`src/hw/rtl/drive_axis_pt2_simulator_unit_macros.svh`:
```
// Assertion helpers for the drive axis block.
`ifndef DRIVE_AXIS_PT2_SIMULATOR_UNIT_MACROS_SVH
`define DRIVE_AXIS_PT2_SIMULATOR_UNIT_MACROS_SVH

// Same-cycle implication.
`define DAP_ASSERT_IMPL(lbl, pre, post, msg) \
  lbl: assert property (@(posedge clk) disable iff (rst) (pre) |-> (post)) \
    else $error(msg);

// Next-cycle implication.
`define DAP_ASSERT_NEXT(lbl, pre, post, msg) \
  lbl: assert property (@(posedge clk) disable iff (rst) (pre) |=> (post)) \
    else $error(msg);

`endif

```
`src/hw/rtl/dap_div.sv`:
```
module dap_div (
  input  logic         clk,
  input  logic         rst,
  input  logic         start,
  input  logic [127:0] num,
  input  logic [63:0]  den,
  output logic         busy,
  output logic         done,
  output logic [127:0] quot
);

  localparam int NUM_W = 128;
  localparam logic [6:0] LAST = 7'(NUM_W - 1);

  logic [NUM_W-1:0] nq;
  logic [63:0] rem;
  logic [63:0] dreg;
  logic [63:0] rem_sh;
  logic [6:0] cnt;
  logic ge;

  assign rem_sh = {rem[62:0], nq[NUM_W-1]};
  assign ge = rem_sh >= dreg;
  assign quot = nq;

  always_ff @(posedge clk) begin
    if (rst) begin
      busy <= 1'b0;
      done <= 1'b0;
      cnt <= '0;
    end else begin
      done <= 1'b0;
      if (start) begin
        busy <= 1'b1;
        cnt <= '0;
      end else if (busy) begin
        cnt <= cnt + 7'd1;
        if (cnt == LAST) begin
          busy <= 1'b0;
          done <= 1'b1;
        end
      end
    end
  end

  always_ff @(posedge clk) begin
    if (start) begin
      nq <= num;
      rem <= '0;
      dreg <= den;
    end else if (busy) begin
      nq <= {nq[NUM_W-2:0], ge};
      rem <= ge ? rem_sh - dreg : rem_sh;
    end
  end

endmodule

```
`config.mk`:
```
export PLATFORM = sky130hd
export DESIGN_NAME = dap_div
export DESIGN_NICKNAME = d
export VERILOG_FILES = /design/src/hw/rtl/drive_axis_pt2_simulator_unit_macros.svh /design/src/hw/rtl/dap_div.sv
export SDC_FILE = /design/constraint.sdc
export NUM_CORES = 1
export LEC_CHECK = 0
export ABC_AREA = 0
export BUFFER_PORTS_ARGS = -buffer_cell sky130_fd_sc_hd__buf_2
export CAP_MARGIN = 20
export CORE_MARGIN = 2
export CORE_UTILIZATION = 59
export DETAILED_ROUTE_END_ITERATION = 8
export GPL_TIMING_DRIVEN = 1
export PLACE_DENSITY_LB_ADDON = 0.15
export SLEW_MARGIN = 20
export SYNTH_ARGS = -nofsm -noshare
export SYNTH_HDL_FRONTEND = slang
export SYNTH_SLANG_ARGS = --single-unit
```
`constraint.sdc`:
```
create_clock -name clk -period 8.6 [get_ports clk]
set_input_delay 1.29 -clock clk [delete_from_list [all_inputs] [get_ports clk]]
set_output_delay 1.29 -clock clk [all_outputs]
set_load 0.02 [all_outputs]
```
# After elaboration in Yosys (flattened, before gate mapping)
# Cells that the tools add are included.
[totals]
reg_bits = 264
out_inout_bits = 130
elab_cells = 21
[op_classes]
addsub = 2
order_cmp = 1
n_eq_ne = 1
n_mux = 7
n_bitwise = 1
n_reduce_logical = 3
[op_table]
columns = ["operator", "n"]
rows = [
  ["two-way mux 128 bit", 2],
  ["greater-or-equal comparator 64 bit", 1],
  ["two-way mux 63 bit", 1],
  ["subtractor 63 bit", 1],
  ["adder 7 x 1 -> 7 bit, second input constant", 1],
  ["equality test 7 bit, second input constant", 1],
  ["two-way mux 1 bit", 4],
  ["OR reduction 3 bit", 1],
  ["nonzero test 2 bit", 1],
  ["OR reduction 2 bit", 1],
  ["inverter 1 bit", 1],
]

# Logic depth before layout (Yosys ltp)
[logic_depth]
word_depth = 4
ltp_mapped = 15
ltp_nobuf = 13

# Worst setup path after synthesis
# OpenSTA, ideal clock, no wires.
[synth_path]
kind = "input port to flip-flop"
startpoint = "in start"
endpoint = "reg nq[0], in the netlist quot[0] (enable)"
arrival_ns = 4.368
t_required_ns = 8.119
setup_slack_ns = 3.751
path_stages = 4
path_buffers = 2
path_cell_list = "clkbuf_1 clkbuf_1 nor2_1 inv_1"
[synth_between]
elab_chain_cells = 1
[synth_lines]
columns = ["item", "line", "source"]
rows = [
  ["start, declared", "dap_div.sv:4", "input logic start,"],
  ["nonzero test 2 bit (no source line)", "--", ""],
  ["end signal, assigned", "dap_div.sv:48", "nq <= num;"],
  ["end signal, assigned", "dap_div.sv:52", "nq <= {nq[NUM_W-2:0], ge};"],
  ["end, declared", "dap_div.sv:15", "logic [NUM_W-1:0] nq;"],
]
# No other way between the ends.
# A chain may end at the register's enable or synchronous reset.

# Final worst setup path
[layout_path]
startpoint = "reg nq[127], in the netlist quot[127]"
endpoint = "reg rem[58]"
[layout_between]
elab_chain_cells = 2
word_cells_on_any_way = 3
cone_classes = "1 x add/sub; 1 x order compare; 1 x mux"
[layout_lines]
columns = ["item", "line", "source"]
rows = [
  ["subtractor 63 bit or greater-or-equal comparator 64 bit (tied branches)", "dap_div.sv:53, dap_div.sv:23", ""],
  ["two-way mux 63 bit *", "dap_div.sv:53", "rem <= ge ? rem_sh - dreg : rem_sh;"],
  ["end signal, assigned", "dap_div.sv:53", ""],
  ["end, declared", "dap_div.sv:16", "logic [63:0] rem;"],
]
# Mark *: on every way between the ends. The rest lies on a longest branch, timed or not.

==> impl_metrics.toml <==
[timing]
relSlewSlack_pct = 29.3
grt_setup_unrepaired = "no"
finalWorstSetupSlack_ns = 4.67
skew_ns = 0.0188
tns_ns = 0
fin_crit_sh_pct = 45.7
fmax_mhz = 255
finalCriticalPeriod_ns = 3.93
final_max_slew_viol_count = 0
hold_violations = 0
setup_viol = 0
worst_pin_slew_ns = 1.06

[critical_path]
r2r_start = "quot[127]"
crit_top_cell = "o21a_2"
path_cells = "inv_1 > ha_1 > fa_1 > nand2b_1 > a21oi_1 > o21a_2 > o41ai_2 > and2_4 > a2111oi_4 > o21a_2 > buf_4 > and3_1 > mux2i_1 > a311oi_1"
reg2reg_depth = 14
cpMaxStageDelayCell = "buf_4"
critPathMaxFanout = 73
worstPathArrival_ns = 4.38
crit_path_end_kind = "register"
regToRegEndpoint = "rem[58]"
worstPathRequired_ns = 9.05
start_kind = "register"
max_stage_delay_ns = 0.78
regToRegSetupSlack_ns = 4.67
critical_path_class = "reg -> reg"

[placed_design]
place_congestion = 0.880
dp_slack_ns = 4.62
portBuffers = 324
post-dp-hpwl_um = 24300
dpl.cell_count = 1912

[yosys]
async_flop_share_pct = 0
ys_types = 72
synth_area_leaders = "edfxtp_1, mux2_2, dfxtp_1, ha_1, a21oi_1"
synth.avg_cell_area_um2 = 11.0
synth-seq-cells = 264
synth_edf_count = 192
netlist_area_mm2 = 0.0146
synth_seq_area_share_pct = 49.3
yosys_warnings = 0
dominantRegCellSynth = "edfxtp_1"
synth_fp_nets = 1593
synth_cells = 1332
synth_top_area_cell = "edfxtp_1"
netlist.area_leader.share_pct = 39.5

[global_route]
grtUsageTotal_pct = 25.3
grt_first_pass_wirelength_um = 54300
grt_pass1_vias = 11300
grt_overflow = 0
grt_max_degree = 93
antenna_found_initial = 0

[power_and_ir_drop]
power.total_mw = 3.54
total_leakage_power_nw = 7.13
ir_drop_uv = 161
p_per_area_mw_per_mm2 = 205

[final_layout]
area_delta_synth_final_pct = 18.2
postLayoutCoreUtil_pct = 71.0
fin_cells = 1964
fillers = 1846
n_antenna_cell = 0
final_nets = 1879
layout-drive-gt1-share_pct = 32.4

[cts]
cts_tree = "yes"
clkLatencyLatePin_ns = 0.54
cts_max_level = 1
cts_sinks = 264
cts.reportedPaths.clkPinSlew_ns = 0.06
cts_hold_buf = 0
postCtsSetupBuffers = 0
cts_buffers = 28
cts_root_buf = "clkbuf_16"
clock_path_buffers = 3
ctsResizeCount = 0

[routing]
drtIter0Drc = 901
dr.pass1.iters = 6
vias = 11300
drt.antenna.violating_nets = 0
wire_per_inst_um = 17.2
routed_wirelength_um = 33700
vias_per_cell = 5.75
drc = 0

[min_path]
hold_class = "reg -> reg"
min_from = "rem[14]"
min_to = "rem[14]"
hold_depth = 2

[die]
io_pins = 325
die_h_um = 161
core_area_mm2 = 0.0243
die_area_mm2 = 0.0260
die_w_um = 161
start_util_pct = 60.1
row_count = 57

[run]
maxCapViolCount = 0

[status]
status = "completed"
-- sequential cells by signal, summed over array words and instances, names as in the netlist --
register,count
busy,1
rem,63
done,1
dreg,64
quot,128
cnt,7
-- layout make-up --
class	instances	area (um2)	area share [%]
Clock inverter	14	149	0.862
Tap cell	324	405	2.35
Sequential cell	264	7210	41.8
Clock buffer	38	790	4.57
Inverter	89	337	1.95
Multi-Input combinational cell	905	6690	38.8
Timing Repair Buffer	330	1680	9.73
-- worst max-delay path, delay by kind of cell, from the launching register on --
family / cells / cell delay [ns]
DFF: 1 / 0.37
muxes: 1 / 0.07
buffers and inverters: 2 / 0.85
and+or+nand+nor: 3 / 0.65
adders and majority gates: 2 / 0.64
AOI/OAI and AO/OA: 6 / 1.25
-- Yosys cell counts, types with 6 or more instances --
| library cell | n |
|---|---|
| a31oi_1 | 7 |
| o31ai_1 | 7 |
| xor2_1 | 25 |
| o21a_1 | 13 |
| ha_1 | 65 |
| o21bai_1 | 9 |
| nand3_1 | 17 |
| nand2_1 | 91 |
| edfxtp_1 | 192 |
| nor2_1 | 92 |
| a21o_1 | 15 |
| a21oi_1 | 105 |
| xnor2_1 | 31 |
| buf_6 | 9 |
| or3_1 | 9 |
| dfxtp_1 | 72 |
| nand2b_1 | 6 |
| inv_1 | 89 |
| mux2i_1 | 44 |
| o21ai_0 | 53 |
| nand4_1 | 29 |
| nor2b_1 | 7 |
| a211oi_1 | 49 |
| mux2_2 | 129 |
| o211ai_1 | 12 |
| buf_2 | 12 |
| nor3_1 | 11 |
| o21ai_1 | 7 |
| clkbuf_1 | 46 |
-- power by group --
group	internal (mW)	switching [mW]	total, mW
logic	0.303	0.445	0.748
clock network	0.732	0.493	1.23
registers	1.50	0.0659	1.57
-- worst max-delay path by stage --
stage / startpoint / to / cells past startpoint
2_1_floorplan: start / quot[0] / 4
3_3_place_gp: quot[127] / rem[58] / 14
3_5_place_dp: quot[127] / rem[58] / 14
4_1_cts: quot[127] / rem[58] / 14
5_1_grt: quot[127] / rem[58] / 14
6_report: quot[127] / rem[58] / 14
-- layout by cell type (no fill, tap or decap), drive strengths merged, types with 4 or more instances in the layout --
master     n
a2111oi    4
a211oi    51
a21o      15
a21oi    108
a31oi      8
and3       5
buf      330
clkbuf    38
clkinv     9
dfxtp     72
edfxtp   192
ha        65
inv       90
mux2     129
mux2i     44
nand2     92
nand2b     6
nand3     17
nand4     29
nor2      92
nor2b      7
nor3      11
nor4       6
o211ai    14
o21a      14
o21ai     63
o21bai     9
o31ai      7
or3        9
xnor2     31
xor2      25
-- cell families after synthesis --
logic type / count (synthesis) / share of synthesized area, %
AO/OA/AOI/OAI: 323 / 14.7
XOR/XNOR: 56 / 3.36
adder cells (fa/ha/maj): 66 / 5.70
buffers and inverters: 163 / 4.87
flip-flops: 264 / 49.3
multiplexers: 173 / 13.0
AND/OR/NAND/NOR: 287 / 9.10
-- metrics by stage --
stage	hold WS, ns	area, um2
floorplan	0.454	14600
global placement	0.468	16300
detailed placement	0.476	16300
CTS	0.489	17300
global route	0.506	17300
finish	0.485	17300
-- routing by layer --
layer | global-route usage [%] | vias to the layer above | share of wire, %
met5 | 0 | - | 0
met4 | 8.52 | 0 | 3.3
met3 | 5.06 | 87 | 6.9
met2 | 43.6 | 392 | 48
met1 | 32.0 | 5299 | 42
li1 | - | 5510 | -
(Power assumes the default switching activity.)
