--- src/hw/rtl/drive_axis_pt2_simulator_unit_macros.svh ---
// Assertion helpers for the drive axis block.
`ifndef DRIVE_AXIS_PT2_SIMULATOR_UNIT_MACROS_SVH
`define DRIVE_AXIS_PT2_SIMULATOR_UNIT_MACROS_SVH

// Same-cycle implication.
`define DAP_ASSERT_IMPL(lbl, pre, post, msg) \
  lbl: assert property (@(posedge clk) disable iff (rst) (pre) |-> (post)) \
    else $error(msg);

// Next-cycle implication.
`define DAP_ASSERT_NEXT(lbl, pre, post, msg) \
  lbl: assert property (@(posedge clk) disable iff (rst) (pre) |=> (post)) \
    else $error(msg);

`endif

--- src/hw/rtl/dap_pkg.sv ---
package dap_pkg;

  localparam int TICK_FRAC = 24;
  localparam int ACC_W = 128;
  localparam logic [63:0] QUOT_CAP = 64'h4000_0000_0000_0000;

  localparam logic signed [31:0] RST_GAIN_K = 32'sd65536;
  localparam logic [30:0] RST_TWO_DAMPING_TIME = 31'd6554;
  localparam logic [30:0] RST_TIME_CONST_SQUARED = 31'd164;
  localparam logic [30:0] RST_MAX_POSITION = 31'd65536000;
  localparam logic signed [31:0] RST_MIN_VELOCITY = -32'sd6553600;
  localparam logic [30:0] RST_MAX_VELOCITY = 31'd6553600;

  typedef enum logic [2:0] {
    MODE_TICK     = 3'd0,
    MODE_SET_VEL  = 3'd1,
    MODE_ENABLE   = 3'd2,
    MODE_DISABLE  = 3'd3,
    MODE_LOAD_POS = 3'd4
  } mode_t;

  typedef enum logic [2:0] {
    CFG_GAIN_K             = 3'd0,
    CFG_TWO_DAMPING_TIME   = 3'd1,
    CFG_TIME_CONST_SQUARED = 3'd2,
    CFG_MAX_POSITION       = 3'd3,
    CFG_MIN_VELOCITY       = 3'd4,
    CFG_MAX_VELOCITY       = 3'd5
  } cfg_idx_t;

  typedef enum logic [4:0] {
    ST_IDLE,
    ST_H_START,
    ST_H_RUN,
    ST_A_ISS,
    ST_A_WAIT,
    ST_B_ISS,
    ST_B_WAIT,
    ST_K_ISS,
    ST_K_WAIT,
    ST_U,
    ST_NUM_ISS,
    ST_NUM_WAIT,
    ST_DIV_LOAD,
    ST_DIV_RUN,
    ST_P_ISS,
    ST_P_WAIT,
    ST_P_UPD,
    ST_DONE
  } state_t;

  typedef struct packed {
    logic       valid;
    logic       clear;
    logic       sub;
    logic [1:0] shift;
  } mac_ctl_t;

  // min limit applied last, so it wins when the limits cross
  function automatic logic signed [31:0] clamp_vel(input logic signed [63:0] x,
                                                   input logic [30:0] vmax,
                                                   input logic signed [31:0] vmin);
    logic signed [63:0] r;
    r = x;
    if (r > $signed({33'b0, vmax})) r = $signed({33'b0, vmax});
    if (r < 64'(vmin)) r = 64'(vmin);
    return r[31:0];
  endfunction

  function automatic logic signed [31:0] clamp_pos(input logic signed [41:0] x,
                                                   input logic [30:0] pmax);
    logic signed [41:0] hi;
    logic signed [41:0] r;
    hi = $signed({11'b0, pmax});
    r = x;
    if (r > hi) r = hi;
    if (r < -hi) r = -hi;
    return r[31:0];
  endfunction

endpackage

--- src/hw/rtl/dap_mac.sv ---
module dap_mac (
  input  logic                         clk,
  input  logic                         rst,
  input  dap_pkg::mac_ctl_t            ctl,
  input  logic [31:0]                  op_a,
  input  logic [31:0]                  op_b,
  output logic [dap_pkg::ACC_W-1:0]    acc
);

  dap_pkg::mac_ctl_t ctl_q;
  logic [63:0] prod;
  logic [dap_pkg::ACC_W-1:0] addend;
  logic [dap_pkg::ACC_W-1:0] base;
  logic [dap_pkg::ACC_W-1:0] acc_next;

  always_comb begin
    addend = dap_pkg::ACC_W'(prod) << {ctl_q.shift, 5'b0};
    base = ctl_q.clear ? '0 : acc;
    if (!ctl_q.valid) begin
      acc_next = acc;
    end else if (ctl_q.sub) begin
      acc_next = base - addend;
    end else begin
      acc_next = base + addend;
    end
  end

  always_ff @(posedge clk) begin
    if (rst) begin
      ctl_q <= '0;
    end else begin
      ctl_q <= ctl;
    end
  end

  always_ff @(posedge clk) begin
    prod <= op_a * op_b;
    acc <= acc_next;
  end

endmodule

--- config.mk ---
export PLATFORM = sky130hd
export DESIGN_NAME = dap_mac
export DESIGN_NICKNAME = d
export VERILOG_FILES = /design/src/hw/rtl/drive_axis_pt2_simulator_unit_macros.svh /design/src/hw/rtl/dap_pkg.sv /design/src/hw/rtl/dap_mac.sv
export SDC_FILE = /design/constraint.sdc
export NUM_CORES = 2
export LEC_CHECK = 0
export BUFFER_PORTS_ARGS = -buffer_cell sky130_fd_sc_hd__buf_2
export CAP_MARGIN = 10
export CORE_MARGIN = 4
export CORE_UTILIZATION = 60
export CTS_BUF_LIST = sky130_fd_sc_hd__clkbuf_8 sky130_fd_sc_hd__clkbuf_16
export DETAILED_ROUTE_END_ITERATION = 10
export PLACE_DENSITY_LB_ADDON = 0.08
export RECOVER_POWER = 25
export SLEW_MARGIN = 10
export SYNTH_ARGS = -nofsm -noshare
export SYNTH_HDL_FRONTEND = slang
export SYNTH_SLANG_ARGS = --single-unit
export TNS_END_PERCENT = 1
--- constraint.sdc ---
create_clock -name clk -period 16.4 [get_ports clk]
set_input_delay 3.28 -clock clk [delete_from_list [all_inputs] [get_ports clk]]
set_output_delay 3.28 -clock clk [all_outputs]
set_load 0.03 [all_outputs]
Word-level counts from Yosys, hierarchy flattened
Index checks and enable logic that the tools add are counted.
{"block": "totals", "reg_bits": 197, "latch_bits": 0, "ramBits": 0, "rom_bits": 0, "in_bits": 71, "output_inout_bits": 128, "wordCells": 12, "mem_count": 0}
{"block": "op_classes", "n_addsub": 2, "n_mul": 1, "div_mod_pow": 0, "magnitude_cmp": 0, "n_eq_ne": 0, "n_shift": 1, "mux": 2, "n_bitwise": 0, "n_reduce_logical": 0}
{"operator": "2-to-1 mux 128 bit", "count": 2}
{"operator": "adder 128 bit", "count": 1}
{"operator": "left shift 64 x 7 -> 128 bit", "count": 1}
{"operator": "subtractor 128 bit", "count": 1}
{"operator": "multiplier 32 x 32 -> 64 bit", "count": 1}

Depth between registers and ports, before layout
{"block": "depth", "word_depth": 3, "ltp_mapped": 33, "ltp_nobuf": 29}

Worst setup path after synthesis
Ideal clock, no wire load.
{"block": "synth_path", "path_type": "input to register", "start": "input op_b[9]", "end": "register prod[62]", "setup_time_ns": 0.072, "arrival_ns": 10.147, "required_time_ns": 16.328, "path_slack_ns": 6.181, "path_stages": 26, "n_path_buf": 2, "cell_sequence": "clkbuf_1 and2_1 fa_1 fa_1 inv_1 fa_1 fa_1 inv_1 fa_1 fa_1 fa_1 inv_1 fa_1 inv_1 ha_1 clkbuf_1 and3_1 nand4_1 a311oi_1 nor3_1 o31ai_1 a21oi_1 o21bai_1 a21oi_1 o31ai_1 xor2_1"}
{"block": "synth_via", "elab_chain_len": 1}
{"element": "from (decl)", "line": "dap_mac.sv:6", "text": "input logic [31:0] op_b,"}
{"element": "multiplier 32 x 32 -> 64 bit", "line": "dap_mac.sv:37", "text": "prod <= op_a * op_b;"}
{"element": "to (signal assigned)", "line": "dap_mac.sv:37"}
{"element": "to (decl)", "line": "dap_mac.sv:11", "text": "logic [63:0] prod;"}
No other way between the ends.
A chain may end at the register's enable or synchronous reset.

Final worst setup path
{"block": "layout_path", "start": "input op_a[10]", "end": "register prod[62]"}
{"block": "layout_via", "elab_chain_len": 1}
{"element": "from (decl)", "line": "dap_mac.sv:5", "text": "input logic [31:0] op_a,"}
{"element": "multiplier 32 x 32 -> 64 bit", "line": "dap_mac.sv:37"}
No other way between the ends.

==> summary.md <==
| Metric | Value |
|---|---|
| Status | complete, but fails checks |
| Failing checks | max-capacitance violations, max-slew violations |
| Slew headroom | -129% |
| Largest net degree at the start of global routing | 129 |
| Fin crit share | 67.1% |
| Top cells by area, synth | fa_1, ha_1, and2_1 |
| Critical path's largest stage delay | 0.66 ns |
| RSZ-0062 raised after global routing | false |
| CTS tree | built |
| Max-cap check violation count | 3 |
| # rows | 108 |
| Initial Utilization | 60.8% |
| Layout cell share with drive strength beyond 1 | 5.16% |
| Hold depth | 3 |
| Hold Vio Cnt, Final | 0 |
| Cts repair resizes | 0 |
| Multi-input combinational cell area | 0.0428 mm2 |
| Most common cell after layout, fill and taps aside | inv_1 |
| Placed instance count | 7248 |
| GP Congestion | 1.01 |
| Finished Layout Cells | 7284 |
| Clock Skews | 0.0172 ns |
| Global-route wire length before repair | 266000 um |
| CP Data Required Time | 16.82 ns |
| DRT Wirelength | 171000 um |
| Initial drt markers | 3996 |
| Area of the core | 0.0872 mm2 |
| PortBufs | 198 |
| Cell taking the most area after synthesis | fa_1 |
| Gr usage total | 36.8% |
| Core Util, Final | 62.9% |
| Worst Max-Slew Pin Slew | 3.43 ns |
| Initial antenna violation count | 3 |
| Yosys warning count | 0 |
| Cells after Synth | 6231 |
| Clock Tree Buf Depth | 2 |
| R2R setup slack | 7.25 ns |
| NumNets Final | 7471 |
| Main synth FF type | edfxtp_1 |
| Fillers | 7729 |
| Worst-path clk slew | 0.09 ns |
| Die area | 0.0931 mm2 |
| DRC errors left | 0 |
| Slew Limit Fails | 167 |
| Post-synth EDFFs | 128 |
| CTS Root Cell | clkbuf_16 |
| Worst-path fanout max | 32 |
| Final setup vio count | 0 |
| FMAX | 0.0909 GHz |
| Slowest cell on crit path | buf_2 |
| Drt pass-1 iters | 6 |
| Seq. cell area | 0.00524 mm2 |
| Total negative slack | 0 ns |
| Via density | 6.05 |
| DRT antenna net count | 0 |
| Depth of the CTS H-tree | 4 |
| TritonCTS buffer count | 17 |
| Aggregate global routing overflow | 0 |
| CP Capture Type | flip-flop |
| Sink Count | 197 |
| Asr flop ratio synth | 0% |
| Post-synthesis instance area | 0.0530 mm2 |
| Final min period | 11.00 ns |
| HPWL Detailed | 136000 um |
| Chip width | 305 um |
| Most frequent cells in the layout | inv_1, fa_1, nand2_1 |
| Worst Path Arrival | 11.43 ns |
| Drt wl/cell | 23.5 um |
| Vias in the first global route | 45000 |
| Worst Reg-to-Reg Cells | 25 |
| Post-CTS setup buffer count | 0 |
| Layout area overhead | 3.46% |
| Die Height | 305 um |
| Worst skew pair latency | 0.49 ns |
| Min-Delay Path Class | flip-flop to flip-flop |
| Kind of critical path | input pin to flip-flop |
| Via Count | 44100 |
| Synthesized flop and latch total | 197 |
| Hold buffers post-CTS | 0 |
| Seq/Total Area, Yosys | 9.86% |
| Most used cell, CP | fa_1 |
| Mapped Nets | 7590 |
| Post-synth cell types | 96 |
| Startpoint types | input pin |
| Syn avg cell area | 8.50 um2 |
| Area share of the largest cell type after synthesis | 33.9% |
| Ports | 199 |
-- Yosys cell counts, types with 15 or more instances --
cell type and count:
inv_1 944, fa_1 897, nand2_1 710, and2_1 624, ha_1 391, a21oi_1 356
clkbuf_1 342, nor2_1 293, o21ai_0 159, xnor2_1 157, nor2b_1 153, edfxtp_1 128
xor2_1 118, a21o_1 112, nand4_1 78, dfxtp_1 69, nor3_1 66, nand3_1 59
o21bai_1 44, a31oi_1 39, and3_1 37, nand2b_1 26, a22oi_1 25, mux2i_1 23
o211ai_1 23, o21ai_1 23, o21a_1 20, o31ai_1 18, nor4_1 16, a211oi_1 15
or2_2 15
-- per-layer routing --
layer  track usage [%]  vias up  share of wire [%]
li1                  -    19600                  -
met1              49.5    21900                 41
met2              58.6     2085                 45
met3              6.62      402                8.7
met4              16.7        0                5.4
met5                 0        -                  0
-- critical path, delay by kind of cell --
family / cells / cell delay (ns)
xor gates and xnor gates: 1 / 0.18
adders and majority gates: 9 / 4.28
buffers and inverters: 8 / 1.19
and+or+nand+nor: 5 / 0.77
AOI/OAI and AO/OA: 6 / 1.69
-- state kept, by name (all words and copies together), names as in the netlist --
name and cells:
acc 128, prod 64, ctl_q 5
-- kinds of logic (layout without fill, tap and decap cells) --
family | Yosys count | count (layout) | share of synthesized area (%)
XOR/XNOR | 275 | 275 | 4.55
flip-flops | 197 | 197 | 9.86
adder cells (fa/ha/maj) | 1288 | 1288 | 43.1
multiplexers | 35 | 35 | 0.749
buffers and inverters | 1309 | 1203 | 9.38
other | 0 | 4 | 0
AND/OR/NAND/NOR | 2134 | 2134 | 20.4
AO/OA/AOI/OAI | 993 | 993 | 11.9
-- final cells by class --
cell class                      instances  share of cell area [%]
Antenna cell                            4                  0.0183
Sequential cell                       197                    9.56
Tap cell                             1155                    2.64
Multi-Input combinational cell       4725                    78.1
Timing Repair Buffer                  227                    2.21
Clock inverter                         15                   0.263
Clock buffer                           17                   0.776
Inverter                              944                    6.47
-- stage by stage --
step | worst slack [ns] | hold slack (ns) | instance area (um2)
after global routing | 4.84 | 0.840 | 54800
final | 5.40 | 0.813 | 54800
after global placement | 5.08 | 0.782 | 54200
after CTS | 5.44 | 0.807 | 54800
after detailed placement | 4.93 | 0.789 | 54200
after floorplan | 6.18 | 0.819 | 53000
-- path summary, 6_finish.rpt --
check	from	end
min	acc[0]	acc[0]
max	op_a[10]	prod[62]
min reg2reg	acc[0]	acc[0]
max reg2reg	ctl_q[1]	acc[124]
Power is left out: the tool's default activity adds up to more than one toggle a clock period on the data nets, which glitch-free logic cannot reach.
